**src/sv/dsr_pkg.sv**
```systemverilog
// Shared types and constants of the duty step regulator.
`timescale 1ns / 1ps
`default_nettype none

package dsr_pkg;

    // Command codes carried in the cmd field of an input word.
    localparam logic [1:0] CMD_ADJUST = 2'd0;
    localparam logic [1:0] CMD_START  = 2'd1;
    localparam logic [1:0] CMD_STOP   = 2'd2;

    // Register indexes on the configuration port.
    localparam logic [2:0] REG_TARGET  = 3'd0;
    localparam logic [2:0] REG_WINDOW  = 3'd1;
    localparam logic [2:0] REG_FAST    = 3'd2;
    localparam logic [2:0] REG_SSTEP   = 3'd3;
    localparam logic [2:0] REG_FSTEP   = 3'd4;
    localparam logic [2:0] REG_MIN     = 3'd5;
    localparam logic [2:0] REG_MAX     = 3'd6;
    localparam logic [2:0] REG_CAL     = 3'd7;

    // Register reset values.
    localparam logic [15:0] RST_TARGET = 16'd0;
    localparam logic [15:0] RST_WINDOW = 16'd655;
    localparam logic [15:0] RST_FAST   = 16'd3277;
    localparam logic [15:0] RST_SSTEP  = 16'd66;
    localparam logic [15:0] RST_FSTEP  = 16'd655;
    localparam logic [15:0] RST_MIN    = 16'd0;
    localparam logic [15:0] RST_MAX    = 16'd58982;
    localparam logic [15:0] RST_CAL    = 16'd0;

    // Configuration port widths.
    localparam int ADDR_W = 5;
    localparam int PDATA_W = 32;

    // Shared multiplier operand and product widths.
    localparam int MUL_A_W = 33;
    localparam int MUL_B_W = 17;
    localparam int MUL_P_W = MUL_A_W + MUL_B_W;

    // Operand selections of the shared multiplier.
    localparam logic [2:0] MUL_GAIN = 3'd0;
    localparam logic [2:0] MUL_LO   = 3'd1;
    localparam logic [2:0] MUL_HI   = 3'd2;
    localparam logic [2:0] MUL_FLO  = 3'd3;
    localparam logic [2:0] MUL_FHI  = 3'd4;

    // Configuration register file contents.
    typedef struct packed {
        logic [15:0]        target_mv;
        logic [15:0]        window_fraction;
        logic [15:0]        fast_fraction;
        logic [15:0]        slow_step;
        logic [15:0]        fast_step;
        logic [15:0]        min_duty;
        logic [15:0]        max_duty;
        logic signed [15:0] calibration_mv;
    } cfg_t;

    // Commands from the controller to the datapath.
    typedef struct packed {
        logic       load_in;
        logic       mul_en;
        logic [2:0] mul_sel;
        logic       load_meas;
        logic       load_delta;
        logic       commit;
    } dp_cmd_t;

    // Status from the datapath to the controller.
    typedef struct packed {
        logic adjust_run;
    } dp_status_t;

endpackage

`default_nettype wire

```
**src/sv/dsr_if.sv**
```systemverilog
// Handshake interfaces for the input and result channels.
`timescale 1ns / 1ps
`default_nettype none

interface dsr_in_if;
    logic        valid;
    logic        ready;
    logic [1:0]  cmd;
    logic [11:0] adc_mv;

    modport source (output valid, output cmd, output adc_mv, input ready);
    modport sink (input valid, input cmd, input adc_mv, output ready);
endinterface

interface dsr_out_if;
    logic        valid;
    logic        ready;
    logic [15:0] measured_mv;
    logic [15:0] tracked_duty;
    logic [15:0] pwm_duty;
    logic        duty_written;
    logic        running;

    modport source (output valid, output measured_mv, output tracked_duty,
                    output pwm_duty, output duty_written, output running,
                    input ready);
    modport sink (input valid, input measured_mv, input tracked_duty,
                  input pwm_duty, input duty_written, input running,
                  output ready);
endinterface

`default_nettype wire

```
**src/sv/dc_dc_duty_step_regulator.sv**
```systemverilog
// Top level of the dead-band two-speed duty step regulator.
//
//   channel  | direction | handshake        | payload
//   ---------+-----------+------------------+------------------------------------------
//   req      | in        | valid / ready    | cmd, adc_mv
//   rsp      | out       | valid / ready    | measured_mv, tracked_duty, pwm_duty,
//            |           |                  | duty_written, running
//   apb      | in        | psel / penable   | paddr, pwdata, prdata (pready tied high)
//
// One word is in flight at a time. An adjust tick of a running regulator uses one shared
// 33x17 multiplier five times in a row, then a band compare and a duty update; start,
// stop and stopped adjust words use the multiplier once, for the gain, and then finish.
// A new word is accepted while the previous result still waits in the output register;
// a word finishes only once that register is free.
// Reset is asynchronous and active low and restores the register defaults.
`timescale 1ns / 1ps
`default_nettype none

module dc_dc_duty_step_regulator #(
    parameter int DIVIDER_GAIN_Q8 = 256
) (
    input  wire logic                         clk,
    input  wire logic                         rst_n,
    input  wire logic                         psel,
    input  wire logic                         penable,
    input  wire logic                         pwrite,
    input  wire logic [dsr_pkg::ADDR_W-1:0]   paddr,
    input  wire logic [dsr_pkg::PDATA_W-1:0]  pwdata,
    output logic      [dsr_pkg::PDATA_W-1:0]  prdata,
    output logic                              pready,
    dsr_in_if.sink                            req,
    dsr_out_if.source                         rsp
);
    import dsr_pkg::*;

    cfg_t       cfg;
    dp_cmd_t    dp_cmd;
    dp_status_t dp_status;

    // Configuration registers.
    dsr_regs u_regs (
        .clk     (clk),
        .rst_n   (rst_n),
        .psel    (psel),
        .penable (penable),
        .pwrite  (pwrite),
        .paddr   (paddr),
        .pwdata  (pwdata),
        .prdata  (prdata),
        .pready  (pready),
        .cfg     (cfg)
    );

    // Sequencer.
    dsr_ctrl u_ctrl (
        .clk       (clk),
        .rst_n     (rst_n),
        .in_valid  (req.valid),
        .in_ready  (req.ready),
        .out_valid (rsp.valid),
        .out_ready (rsp.ready),
        .status    (dp_status),
        .cmd       (dp_cmd)
    );

    // Arithmetic and regulator state.
    dsr_dp #(
        .DIVIDER_GAIN_Q8 (DIVIDER_GAIN_Q8)
    ) u_dp (
        .clk          (clk),
        .rst_n        (rst_n),
        .cfg          (cfg),
        .cmd          (dp_cmd),
        .status       (dp_status),
        .in_cmd       (req.cmd),
        .in_adc_mv    (req.adc_mv),
        .measured_mv  (rsp.measured_mv),
        .tracked_duty (rsp.tracked_duty),
        .pwm_duty     (rsp.pwm_duty),
        .duty_written (rsp.duty_written),
        .running      (rsp.running)
    );

endmodule

`default_nettype wire

```
**src/sv/dsr_regs.sv**
```systemverilog
// APB-style configuration register file.
`timescale 1ns / 1ps
`default_nettype none

module dsr_regs (
    input  wire logic                         clk,
    input  wire logic                         rst_n,
    input  wire logic                         psel,
    input  wire logic                         penable,
    input  wire logic                         pwrite,
    input  wire logic [dsr_pkg::ADDR_W-1:0]   paddr,
    input  wire logic [dsr_pkg::PDATA_W-1:0]  pwdata,
    output logic      [dsr_pkg::PDATA_W-1:0]  prdata,
    output logic                              pready,
    output dsr_pkg::cfg_t                     cfg
);
    import dsr_pkg::*;

    cfg_t       cfg_reg;
    logic [2:0] index;
    logic       wr_en;

    assign index  = paddr[ADDR_W-1:2];
    assign wr_en  = psel && penable && pwrite;
    assign pready = 1'b1;
    assign cfg    = cfg_reg;

    // Register writes in the access phase.
    always_ff @(posedge clk or negedge rst_n)
    begin
        if (!rst_n)
        begin
            cfg_reg.target_mv       <= RST_TARGET;
            cfg_reg.window_fraction <= RST_WINDOW;
            cfg_reg.fast_fraction   <= RST_FAST;
            cfg_reg.slow_step       <= RST_SSTEP;
            cfg_reg.fast_step       <= RST_FSTEP;
            cfg_reg.min_duty        <= RST_MIN;
            cfg_reg.max_duty        <= RST_MAX;
            cfg_reg.calibration_mv  <= RST_CAL;
        end
        else if (wr_en)
        begin
            case (index)
                REG_TARGET: cfg_reg.target_mv       <= pwdata[15:0];
                REG_WINDOW: cfg_reg.window_fraction <= pwdata[15:0];
                REG_FAST:   cfg_reg.fast_fraction   <= pwdata[15:0];
                REG_SSTEP:  cfg_reg.slow_step       <= pwdata[15:0];
                REG_FSTEP:  cfg_reg.fast_step       <= pwdata[15:0];
                REG_MIN:    cfg_reg.min_duty        <= pwdata[15:0];
                REG_MAX:    cfg_reg.max_duty        <= pwdata[15:0];
                REG_CAL:    cfg_reg.calibration_mv  <= pwdata[15:0];
                default:    cfg_reg.target_mv       <= cfg_reg.target_mv;
            endcase
        end
    end

    // Read-back multiplexer.
    always_comb
    begin
        case (index)
            REG_TARGET: prdata = {16'd0, cfg_reg.target_mv};
            REG_WINDOW: prdata = {16'd0, cfg_reg.window_fraction};
            REG_FAST:   prdata = {16'd0, cfg_reg.fast_fraction};
            REG_SSTEP:  prdata = {16'd0, cfg_reg.slow_step};
            REG_FSTEP:  prdata = {16'd0, cfg_reg.fast_step};
            REG_MIN:    prdata = {16'd0, cfg_reg.min_duty};
            REG_MAX:    prdata = {16'd0, cfg_reg.max_duty};
            REG_CAL:    prdata = {16'd0, cfg_reg.calibration_mv};
            default:    prdata = '0;
        endcase
    end

endmodule

`default_nettype wire

```
**src/sv/dsr_ctrl.sv**
```systemverilog
// Sequencing state machine of the duty step regulator.
`timescale 1ns / 1ps
`default_nettype none

module dsr_ctrl (
    input  wire logic                clk,
    input  wire logic                rst_n,
    input  wire logic                in_valid,
    output logic                     in_ready,
    output logic                     out_valid,
    input  wire logic                out_ready,
    input  wire dsr_pkg::dp_status_t status,
    output dsr_pkg::dp_cmd_t         cmd
);
    import dsr_pkg::*;

    localparam logic [2:0] S_IDLE = 3'd0;
    localparam logic [2:0] S_GAIN = 3'd1;
    localparam logic [2:0] S_LO   = 3'd2;
    localparam logic [2:0] S_HI   = 3'd3;
    localparam logic [2:0] S_FLO  = 3'd4;
    localparam logic [2:0] S_FHI  = 3'd5;
    localparam logic [2:0] S_CMP  = 3'd6;
    localparam logic [2:0] S_FIN  = 3'd7;

    logic [2:0] state_reg;
    logic [2:0] state_next;
    logic       out_valid_reg;
    logic       out_valid_next;
    logic       slot_free;

    assign in_ready  = (state_reg == S_IDLE);
    assign out_valid = out_valid_reg;
    assign slot_free = !out_valid_reg || out_ready;

    // Next state and datapath commands.
    always_comb
    begin
        state_next = state_reg;
        cmd        = '0;
        case (state_reg)
            S_IDLE:
            begin
                if (in_valid)
                begin
                    cmd.load_in = 1'b1;
                    state_next  = S_GAIN;
                end
            end
            S_GAIN:
            begin
                cmd.mul_en  = 1'b1;
                cmd.mul_sel = MUL_GAIN;
                state_next  = status.adjust_run ? S_LO : S_FIN;
            end
            S_LO:
            begin
                cmd.mul_en    = 1'b1;
                cmd.mul_sel   = MUL_LO;
                cmd.load_meas = 1'b1;
                state_next    = S_HI;
            end
            S_HI:
            begin
                cmd.mul_en  = 1'b1;
                cmd.mul_sel = MUL_HI;
                state_next  = S_FLO;
            end
            S_FLO:
            begin
                cmd.mul_en  = 1'b1;
                cmd.mul_sel = MUL_FLO;
                state_next  = S_FHI;
            end
            S_FHI:
            begin
                cmd.mul_en  = 1'b1;
                cmd.mul_sel = MUL_FHI;
                state_next  = S_CMP;
            end
            S_CMP:
            begin
                cmd.load_delta = 1'b1;
                state_next     = S_FIN;
            end
            S_FIN:
            begin
                if (slot_free)
                begin
                    cmd.commit = 1'b1;
                    state_next = S_IDLE;
                end
            end
            default:
            begin
                state_next = S_IDLE;
            end
        endcase
    end

    // The result slot fills on commit and empties when the word is taken.
    always_comb
    begin
        if (cmd.commit)
        begin
            out_valid_next = 1'b1;
        end
        else if (out_ready)
        begin
            out_valid_next = 1'b0;
        end
        else
        begin
            out_valid_next = out_valid_reg;
        end
    end

    always_ff @(posedge clk or negedge rst_n)
    begin
        if (!rst_n)
        begin
            state_reg     <= S_IDLE;
            out_valid_reg <= 1'b0;
        end
        else
        begin
            state_reg     <= state_next;
            out_valid_reg <= out_valid_next;
        end
    end

endmodule

`default_nettype wire

```
**src/sv/dsr_dp.sv**
```systemverilog
// Datapath: shared multiplier, band decision, duty update and result register.
`timescale 1ns / 1ps
`default_nettype none

module dsr_dp #(
    parameter int DIVIDER_GAIN_Q8 = 256
) (
    input  wire logic              clk,
    input  wire logic              rst_n,
    input  wire dsr_pkg::cfg_t     cfg,
    input  wire dsr_pkg::dp_cmd_t  cmd,
    output dsr_pkg::dp_status_t    status,
    input  wire logic [1:0]        in_cmd,
    input  wire logic [11:0]       in_adc_mv,
    output logic [15:0]            measured_mv,
    output logic [15:0]            tracked_duty,
    output logic [15:0]            pwm_duty,
    output logic                   duty_written,
    output logic                   running
);
    import dsr_pkg::*;

    // Latched input word.
    logic [1:0]  cmd_reg;
    logic [11:0] adc_reg;

    // Multiplier results.
    logic [27:0]        scaled_reg;
    logic [15:0]        meas_reg;
    logic [32:0]        lo_num_reg;
    logic [32:0]        hi_num_reg;
    logic [MUL_P_W-1:0] fastlo_reg;
    logic [MUL_P_W-1:0] fasthi_reg;
    logic signed [16:0] delta_reg;

    // Regulator state.
    logic        run_reg;
    logic        run_next;
    logic [15:0] duty_reg;
    logic [15:0] duty_next;
    logic [15:0] applied_reg;
    logic [15:0] applied_next;
    logic [15:0] last_meas_reg;
    logic [15:0] last_meas_next;
    logic        written_next;

    // Result word.
    logic [15:0] out_meas_reg;
    logic [15:0] out_duty_reg;
    logic [15:0] out_pwm_reg;
    logic        out_written_reg;
    logic        out_run_reg;

    logic [MUL_A_W-1:0] op_a;
    logic [MUL_B_W-1:0] op_b;
    logic [MUL_P_W-1:0] product;
    logic signed [21:0] meas_sum;
    logic [15:0]        meas_sat;
    logic [49:0]        m_wide;
    logic [32:0]        m_narrow;
    logic signed [16:0] delta_next;
    logic signed [17:0] duty_sum;
    logic signed [17:0] duty_clamped;
    logic [15:0]        duty_new;

    assign status.adjust_run = (cmd_reg == CMD_ADJUST) && run_reg;

    // Operand selection of the shared multiplier.
    always_comb
    begin
        case (cmd.mul_sel)
            MUL_GAIN:
            begin
                op_a = {21'd0, adc_reg};
                op_b = 17'(DIVIDER_GAIN_Q8);
            end
            MUL_LO:
            begin
                op_a = {17'd0, cfg.target_mv};
                op_b = 17'h10000 - {1'b0, cfg.window_fraction};
            end
            MUL_HI:
            begin
                op_a = {17'd0, cfg.target_mv};
                op_b = {1'b1, cfg.window_fraction};
            end
            MUL_FLO:
            begin
                op_a = lo_num_reg;
                op_b = 17'h10000 - {1'b0, cfg.fast_fraction};
            end
            MUL_FHI:
            begin
                op_a = hi_num_reg;
                op_b = {1'b1, cfg.fast_fraction};
            end
            default:
            begin
                op_a = '0;
                op_b = '0;
            end
        endcase
    end

    assign product = {{MUL_B_W{1'b0}}, op_a} * {{MUL_A_W{1'b0}}, op_b};

    // Scaled sample plus calibration, saturated to 0..65535.
    assign meas_sum = $signed({2'b00, scaled_reg[27:8]})
                    + {{6{cfg.calibration_mv[15]}}, cfg.calibration_mv};

    always_comb
    begin
        if (meas_sum < 0)
        begin
            meas_sat = 16'd0;
        end
        else if (meas_sum > 22'sd65535)
        begin
            meas_sat = 16'hFFFF;
        end
        else
        begin
            meas_sat = meas_sum[15:0];
        end
    end

    // Band decision: fast bands first, then the slow window.
    assign m_wide   = {2'b00, meas_reg, 32'd0};
    assign m_narrow = {1'b0, meas_reg, 16'd0};

    always_comb
    begin
        if (m_wide < fastlo_reg)
        begin
            delta_next = $signed({1'b0, cfg.fast_step});
        end
        else if (m_wide > fasthi_reg)
        begin
            delta_next = -$signed({1'b0, cfg.fast_step});
        end
        else if (m_narrow < lo_num_reg)
        begin
            delta_next = $signed({1'b0, cfg.slow_step});
        end
        else if (m_narrow > hi_num_reg)
        begin
            delta_next = -$signed({1'b0, cfg.slow_step});
        end
        else
        begin
            delta_next = 17'sd0;
        end
    end

    // Step the duty and clamp to max, then to min.
    assign duty_sum = $signed({2'b00, duty_reg}) + {delta_reg[16], delta_reg};

    always_comb
    begin
        duty_clamped = duty_sum;
        if (duty_clamped > $signed({2'b00, cfg.max_duty}))
        begin
            duty_clamped = $signed({2'b00, cfg.max_duty});
        end
        if (duty_clamped < $signed({2'b00, cfg.min_duty}))
        begin
            duty_clamped = $signed({2'b00, cfg.min_duty});
        end
    end

    assign duty_new = duty_clamped[15:0];

    // State update for the finished word.
    always_comb
    begin
        run_next       = run_reg;
        duty_next      = duty_reg;
        applied_next   = applied_reg;
        last_meas_next = last_meas_reg;
        written_next   = 1'b0;
        case (cmd_reg)
            CMD_ADJUST:
            begin
                if (run_reg)
                begin
                    last_meas_next = meas_reg;
                    if (duty_new != duty_reg)
                    begin
                        duty_next    = duty_new;
                        applied_next = duty_new;
                        written_next = 1'b1;
                    end
                end
                else
                begin
                    last_meas_next = 16'd0;
                    duty_next      = 16'd0;
                end
            end
            CMD_START:
            begin
                if (!run_reg)
                begin
                    applied_next = cfg.min_duty;
                    run_next     = 1'b1;
                    written_next = 1'b1;
                end
            end
            CMD_STOP:
            begin
                run_next = 1'b0;
            end
            default:
            begin
                run_next = run_reg;
            end
        endcase
    end

    // Working registers, loaded as the controller commands.
    always_ff @(posedge clk)
    begin
        if (cmd.load_in)
        begin
            cmd_reg <= in_cmd;
            adc_reg <= in_adc_mv;
        end
        if (cmd.mul_en)
        begin
            case (cmd.mul_sel)
                MUL_GAIN: scaled_reg <= product[27:0];
                MUL_LO:   lo_num_reg <= product[32:0];
                MUL_HI:   hi_num_reg <= product[32:0];
                MUL_FLO:  fastlo_reg <= product;
                MUL_FHI:  fasthi_reg <= product;
                default:  scaled_reg <= scaled_reg;
            endcase
        end
        if (cmd.load_meas)
        begin
            meas_reg <= meas_sat;
        end
        if (cmd.load_delta)
        begin
            delta_reg <= delta_next;
        end
        if (cmd.commit)
        begin
            out_meas_reg    <= last_meas_next;
            out_duty_reg    <= duty_next;
            out_pwm_reg     <= applied_next;
            out_written_reg <= written_next;
            out_run_reg     <= run_next;
        end
    end

    // Regulator state.
    always_ff @(posedge clk or negedge rst_n)
    begin
        if (!rst_n)
        begin
            run_reg       <= 1'b0;
            duty_reg      <= 16'd0;
            applied_reg   <= 16'd0;
            last_meas_reg <= 16'd0;
        end
        else if (cmd.commit)
        begin
            run_reg       <= run_next;
            duty_reg      <= duty_next;
            applied_reg   <= applied_next;
            last_meas_reg <= last_meas_next;
        end
    end

    assign measured_mv  = out_meas_reg;
    assign tracked_duty = out_duty_reg;
    assign pwm_duty     = out_pwm_reg;
    assign duty_written = out_written_reg;
    assign running      = out_run_reg;

endmodule

`default_nettype wire

```
**src/flat_wrapper.sv**
```systemverilog
// flat-port wrapper written by rule: the top's interface ports become plain ports
module dc_dc_duty_step_regulator_flat import dsr_pkg::*;
#(
    parameter int DIVIDER_GAIN_Q8 = 256
)
  (clk, rst_n, psel, penable, pwrite, paddr, pwdata, prdata, pready, req_valid, req_cmd, req_adc_mv, req_ready, rsp_valid, rsp_measured_mv, rsp_tracked_duty, rsp_pwm_duty, rsp_duty_written, rsp_running, rsp_ready);
  dsr_in_if req_i ();
  dsr_out_if rsp_i ();
  input  wire logic clk;
  input  wire logic rst_n;
  input  wire logic psel;
  input  wire logic penable;
  input  wire logic pwrite;
  input  wire logic [dsr_pkg::ADDR_W-1:0] paddr;
  input  wire logic [dsr_pkg::PDATA_W-1:0] pwdata;
  output logic      [dsr_pkg::PDATA_W-1:0] prdata;
  output logic pready;
  input wire logic [$bits(req_i.valid)-1:0] req_valid;
  input wire logic [$bits(req_i.cmd)-1:0] req_cmd;
  input wire logic [$bits(req_i.adc_mv)-1:0] req_adc_mv;
  output wire logic [$bits(req_i.ready)-1:0] req_ready;
  output wire logic [$bits(rsp_i.valid)-1:0] rsp_valid;
  output wire logic [$bits(rsp_i.measured_mv)-1:0] rsp_measured_mv;
  output wire logic [$bits(rsp_i.tracked_duty)-1:0] rsp_tracked_duty;
  output wire logic [$bits(rsp_i.pwm_duty)-1:0] rsp_pwm_duty;
  output wire logic [$bits(rsp_i.duty_written)-1:0] rsp_duty_written;
  output wire logic [$bits(rsp_i.running)-1:0] rsp_running;
  input wire logic [$bits(rsp_i.ready)-1:0] rsp_ready;
  assign req_i.valid = req_valid;
  assign req_i.cmd = req_cmd;
  assign req_i.adc_mv = req_adc_mv;
  assign req_ready = req_i.ready;
  assign rsp_valid = rsp_i.valid;
  assign rsp_measured_mv = rsp_i.measured_mv;
  assign rsp_tracked_duty = rsp_i.tracked_duty;
  assign rsp_pwm_duty = rsp_i.pwm_duty;
  assign rsp_duty_written = rsp_i.duty_written;
  assign rsp_running = rsp_i.running;
  assign rsp_i.ready = rsp_ready;
  dc_dc_duty_step_regulator #(.DIVIDER_GAIN_Q8(DIVIDER_GAIN_Q8)) u_core (.clk(clk), .rst_n(rst_n), .psel(psel), .penable(penable), .pwrite(pwrite), .paddr(paddr), .pwdata(pwdata), .prdata(prdata), .pready(pready), .req(req_i), .rsp(rsp_i));
endmodule
```
**config.mk**
```make
export PLATFORM = sky130hd
export DESIGN_NAME = dc_dc_duty_step_regulator_flat
export DESIGN_NICKNAME = d
export VERILOG_FILES = /design/src/sv/dsr_pkg.sv /design/src/sv/dsr_if.sv /design/src/sv/dc_dc_duty_step_regulator.sv /design/src/sv/dsr_regs.sv /design/src/sv/dsr_ctrl.sv /design/src/sv/dsr_dp.sv /design/src/flat_wrapper.sv
export SDC_FILE = /design/constraint.sdc
export NUM_CORES = 2
export LEC_CHECK = 0
export BUFFER_PORTS_ARGS = -buffer_cell sky130_fd_sc_hd__buf_2
export CORE_MARGIN = 2
export CORE_UTILIZATION = 58
export CTS_BUF_LIST = sky130_fd_sc_hd__clkbuf_16
export CTS_CLUSTER_DIAMETER = 80
export CTS_CLUSTER_SIZE = 30
export DETAILED_ROUTE_END_ITERATION = 6
export GPL_ROUTABILITY_DRIVEN = 0
export MAX_ROUTING_LAYER = met4
export PLACE_DENSITY = 0.77
export SLEW_MARGIN = 15
export SYNTH_ARGS = -nofsm -noshare
export SYNTH_HDL_FRONTEND = slang
export SYNTH_SLANG_ARGS = --single-unit
```
**constraint.sdc**
```tcl
create_clock -name clk -period 9.6 [get_ports clk]
set_input_delay 0.96 -clock clk [delete_from_list [all_inputs] [get_ports clk]]
set_output_delay 0.96 -clock clk [all_outputs]
set_load 0.01 [all_outputs]
```
# [Word level (Yosys, flattened, before mapping)]
# Cells that the tools add are included.
[classes] add_sub_neg=6 n_mul=1 div=0 order_cmp=8 eq_ne=23 n_shift=0 muxes=37 n_bitwise=0 reduce_logical=25
[ops] operator="case mux 32 bit (8 select lines)" n=1
[ops] operator="2-to-1 mux 16 bit" n=11
[ops] operator="case mux 33 bit (4 select lines)" n=1
[ops] operator="case mux 17 bit (5 select lines)" n=1
[ops] operator="2-to-1 mux 17 bit" n=3
[ops] operator="> comparator 48 x 50 -> 1 bit" n=1
[ops] operator="< comparator 48 x 50 -> 1 bit" n=1
[ops] operator="multiplier 33 x 17 -> 50 bit" n=1
[ops] operator="negator 16 -> 17 bit" n=2
[ops] operator="subtractor 17 x 16 -> 17 bit, first input constant" n=2
[ops] operator="> comparator 32 x 33 -> 1 bit" n=1
[ops] operator="< comparator 32 x 33 -> 1 bit" n=1
[ops] operator="case mux 16 bit (2 select lines)" n=1
[ops] operator="AND reduction 2 bit" n=14
[ops] operator="equality test 3 bit, second input constant" n=9
[ops] operator="case mux 3 bit (8 select lines)" n=1
[ops] operator="adder 21 x 16 -> 22 bit" n=1
[ops] operator="> comparator 22 x 17 -> 1 bit, second input constant" n=1
[ops] operator="< comparator 22 x 1 -> 1 bit, second input constant" n=1
[ops] operator="case mux 4 bit (5 select lines)" n=1
[ops] operator="adder 17 x 17 -> 18 bit" n=1
[ops] operator="equality test 3 x 2 -> 1 bit, second input constant" n=6
[ops] operator="> comparator 18 x 17 -> 1 bit" n=1
[ops] operator="< comparator 18 x 17 -> 1 bit" n=1
[ops] operator="other kinds (16)" n=36
[word_totals] reg_bits=472 latchBits=0 ram_bits=0 rom_bits=0 inputBits=58 out_inout_bits=85 word_cells=129 memories=0

# [Logic depth before layout (Yosys ltp)]
[logic_depth] word_depth=9 mapped_depth=41 ltp_nobuf=37

# [Cells and area by module]
# From an unflattened synthesis, not the netlist that was laid out.
[hier_totals] cells_unflattened=4393 hier_area_um2=43452.9
[by_module_without_submodules] module="dsr_dp" instances=1 cells_each=3912 area_per_inst_um2=37030.5
[by_module_without_submodules] module="dsr_regs" instances=1 cells_each=436 area_per_inst_um2=6059.6
[by_module_without_submodules] module="dsr_ctrl" instances=1 cells_each=45 area_per_inst_um2=362.8

# [Worst setup path after synthesis]
# Ideal clock, no wire load.
[synth_timing] kind="reg2reg" start="reg u_core.u_ctrl.state_reg[2]" end="reg u_core.u_dp.fasthi_reg[44], data pin" t_arrival_ns=9.352 required_time_ns=9.335 slack_ns=-0.017 stages_incl_launch_ff=39 n_path_buf=4 synth_period_minus_slack_ns=9.617 path_cell_list="dfrtp_1 clkbuf_1 nor2b_1 clkbuf_1 nand2b_1 clkbuf_1 inv_2 mux2i_1 o21a_1 o21a_1 o21a_1 o21a_1 o21a_1 a41o_1 xor2_1 o22a_1 clkbuf_1 nor2_1 [... 3 more ...] fa_1 fa_1 inv_1 fa_1 inv_1 ha_1 a21o_1 a21o_1 a21o_1 nor2_1 o21ai_0 a31o_2 a311oi_1 o31ai_1 a21oi_1 o21ai_0 a21oi_1 xnor2_1"
[synth_between] elab_chain_cells=6 word_cells_on_any_way=15 cone_classes="1 x mul; 9 x eq/ne; 3 x mux; 2 x reduce/logical"
[synth_rtl] item="start: declaration" line="dsr_ctrl.sv:26" source="logic [2:0] state_reg;"
[synth_rtl] item="start signal: assignment" line="dsr_ctrl.sv:127" source="state_reg <= state_next;"
[synth_rtl] item="equality test 3 bit, or another cell as far along" line="dsr_ctrl.sv:41" source="case (state_reg)"
[synth_rtl] item="case mux 4 bit (5 select lines) *" line="dsr_ctrl.sv:41"
[synth_rtl] item="equality test 3 x 2 -> 1 bit / equality test 3 x 1 -> 1 bit (equally long branches)" line="dsr_dp.sv:71" source="case (cmd.mul_sel)"
[synth_rtl] item="OR reduction 2 bit (no line)"
[synth_rtl] item="case mux 33 bit (4 select lines)" line="dsr_dp.sv:71"
[synth_rtl] item="multiplier 33 x 17 -> 50 bit *" line="dsr_dp.sv:105" source="assign product = {{MUL_B_W{1'b0}}, op_a} * {{MUL_A_W{1'b0}}, op_b};"
[synth_rtl] item="net u_core.u_dp.product[44]" line="dsr_dp.sv:56" source="logic [MUL_P_W-1:0] product;"
[synth_rtl] item="end signal: assignment" line="dsr_dp.sv:235" source="MUL_FHI: fasthi_reg <= product;"
[synth_rtl] item="end: declaration" line="dsr_dp.sv:33" source="logic [MUL_P_W-1:0] fasthi_reg;"
# The timed path passes the listed nets; every way through them passes the cells marked *.
# A chain may end at the register's enable or synchronous reset.

# [Final worst setup path]
[layout_timing] start="reg u_core.u_dp.duty_reg[0]" end="reg u_core.u_dp.out_pwm_reg[8], in the netlist u_core.u_dp.pwm_duty[8], data pin"
[layout_between] elab_chain_cells=9
[layout_rtl] item="start: declaration" line="dsr_dp.sv:39" source="logic [15:0] duty_reg;"
[layout_rtl] item="start signal: assignment" line="dsr_dp.sv:270" source="duty_reg <= duty_next;"
[layout_rtl] item="adder 17 x 17 -> 18 bit" line="dsr_dp.sv:156" source="assign duty_sum = $signed({2'b00, duty_reg}) + {delta_reg[16], delta_reg};"
[layout_rtl] item="> comparator 18 x 17 -> 1 bit" line="dsr_dp.sv:161" source="if (duty_clamped > $signed({2'b00, cfg.max_duty}))"
[layout_rtl] item="2-to-1 mux 18 bit" line="dsr_dp.sv:161"
[layout_rtl] item="< comparator 18 x 17 -> 1 bit" line="dsr_dp.sv:165" source="if (duty_clamped < $signed({2'b00, cfg.min_duty}))"
[layout_rtl] item="2-to-1 mux 16 bit" line="dsr_dp.sv:165"
[layout_rtl] item="!= test 16 bit" line="dsr_dp.sv:187" source="if (duty_new != duty_reg)"
[layout_rtl] item="2-to-1 mux 16 bit *" line="dsr_dp.sv:187"
[layout_rtl] item="2-to-1 mux 16 bit *" line="dsr_dp.sv:184" source="if (run_reg)"
[layout_rtl] item="case mux 16 bit (2 select lines) *" line="dsr_dp.sv:181" source="case (cmd_reg)"
[layout_rtl] item="net u_core.u_dp.applied_next[8]" line="dsr_dp.sv:42" source="logic [15:0] applied_next;"
[layout_rtl] item="end signal: assignment" line="dsr_dp.sv:251" source="out_pwm_reg <= applied_next;"
[layout_rtl] item="end: declaration" line="dsr_dp.sv:50" source="logic [15:0] out_pwm_reg;"
# Marked as above.

==> flow_summary.ini <==
[synthesis]
ys.flop_type = edfxtp_1
async_flop_share_pct = 39.0
synth.distinct_cells = 90
syn_inst = 4469
avgSynthCellArea_um2 = 9.71
synth_seq_cells = 464
yosysWarnings = 0
yosysSeqAreaShare_pct = 30.1
syn_area_um2 = 43400
synth_edf_count = 283

[final_layout]
antenna_cells = 0
final_cell_mix = inv_1 (774), nand2_1 (612), fa_1 (466), edfxtp_1 (283), ha_1 (261)
final_common_cell = inv_1
multi_input_area_um2 = 26700
fillCellCount = 6045
layout-drive-gt1-share_pct = 10.4
area.growth.synth_to_final_pct = 5.88
fin_area_um2 = 45900
fin_nets = 5284
regArea_um2 = 13100
largest_reg_flops = 128

[setup_path]
crit_path_start_kind = flip-flop
critPathKind = reg2reg
end_kind = flip-flop
critical_path.max_stage_delay_ps = 520
path_max_fanout = 20
crit_family = compound AO/OA/AOI/OAI gates
worstPathArrival_ps = 9870
cp_slowest_cell = or4_4
crit_buf_inv = 3
required_ps = 10040

[clock_network]
cts.clk_slew.worst_paths_ps = 120
cts_root_buf = clkbuf_16
clk_latency_ps = 570
cts_tree = done
cts.sinks = 464
cts_buffers = 21
clk_path_buf_depth = 3
htreeDepth = 1

[route]
drtIter0Drc = 3812
antenna_left = 0
drt_wl_total_mm = 120
drc_errors = 78
drt_first_pass_iters = 7
drt-wirelength-per-cell_um = 21.8
vias = 33454
drt-vias-per-instance = 6.10

[global_route]
grt_pass1_wl_mm = 186
overflow = 0
grt_pass1_vias = 32926
grt_antenna_before_repair = 0
grt_util_all_layers_pct = 32.0
grt_max_degree = 76

[sta]
slew_violations = 0
finalHoldViolCount = 0
timing.fmax_ghz = 0.106
slew_headroom_pct = 23.9
worst_slack_ps = 175
period_needed_ps = 9430
tightest_slew_ps = 1140
rsz0062_at_grt = yes
fin_skew_ps = 19.0
post-route-period-util_pct = 98.2
finalSetupViolCount = 0
timing.hold.ws_ps = 342

[die]
ios = 143
die_y_um = 277
num_rows = 100
die-area_um2 = 77000
start_util_pct = 58.5
core_area_um2 = 74200
dieWidth_um = 277

[status]
violations = design-rule violations
status = complete, but fails checks

[flow_run]
cap_viol_max_count = 0

[hold_path]
hold_class = in2async

[placed_design]
port_buffers = 107
pre_cts_ws_ps = 248
placed_area_um2 = 45200
hpwlAfterDp_mm = 93.5
-- layout make-up --
cell class / instances / share of cell area [%]
Timing Repair Buffer: 214 / 2.98
Tap cell: 969 / 2.64
Sequential cell: 464 / 28.4
Multi-Input combinational cell: 3030 / 58.2
Inverter: 768 / 6.29
Clock buffer: 21 / 1.14
Clock inverter: 16 / 0.272
-- per-stage QoR --
stage / std cells / util (%) / setup TNS, ps
floorplan: 4484 / - / 0
global placement: 5439 / 60.9 / 0
detailed placement: 5439 / 60.9 / 0
CTS: 5476 / 61.8 / 0
global route: 5482 / 61.9 / -172
finish: 5482 / 61.9 / 0
-- kinds of logic after synthesis --
kind of cell / share of synthesized area (%)
and+or+nand+nor: 12.4
AOI/OAI and AO/OA: 12.7
buffers and inverters: 8.81
other: 0.0173
DFF: 30.1
muxes: 4.70
xor gates and xnor gates: 2.28
adders and majority gates: 29.0
-- Yosys cell counts (all sizes together) (85+ instances only) --
library cell / instances / share of area (%)
clkbuf: 183 / 1.6
a21oi: 161 / 1.9
and2: 85 / 1.2
mux2: 113 / 2.9
nor2: 229 / 2.0
inv: 768 / 6.6
o21ai: 169 / 2.0
dfrtp: 151 / 8.7
edfxtp: 283 / 20
ha: 261 / 7.5
fa: 466 / 22
nand2: 612 / 5.3
-- layer usage --
| layer | vias up | routed length [um] | GRT usage (%) |
|---|---|---|---|
| li1 | 14844 | - | - |
| met1 | 16607 | 46200 | 41.2 |
| met2 | 1665 | 57100 | 51.1 |
| met3 | 338 | 9840 | 3.96 |
| met4 | 0 | 6570 | 14.5 |
| met5 | - | 0 | - |
-- what timing repair did --
| item | CTS | global route |
|---|---|---|
| resized for setup | 0 | 14 |
| setup buffers | 0 | 6 |
| endpoints found under the setup margin | 0 | 28 |
| hold buffers | 0 | 0 |
-- worst paths after layout --
kind | start | to | slack [ps] | depth (start not counted)
setup reg to reg | u_core.u_dp.duty_reg[0] | u_core.u_dp.pwm_duty[8] | 170 | 31
max in group asynchronous | rst_n | u_core.u_regs.cfg[9] | 7180 | 3
hold / removal | rst_n | u_core.u_dp.applied_reg[7] | 340 | 1
setup / recovery | u_core.u_dp.duty_reg[0] | u_core.u_dp.pwm_duty[8] | 170 | 31
hold reg to reg | u_core.u_dp.last_meas_reg[3] | u_core.u_dp.last_meas_reg[3] | 530 | 1
min in group clk | u_core.u_dp.last_meas_reg[3] | u_core.u_dp.last_meas_reg[3] | 530 | 1
Power is not shown: default switching activity piles up to over one toggle a cycle in this logic, so the estimate is an artifact.
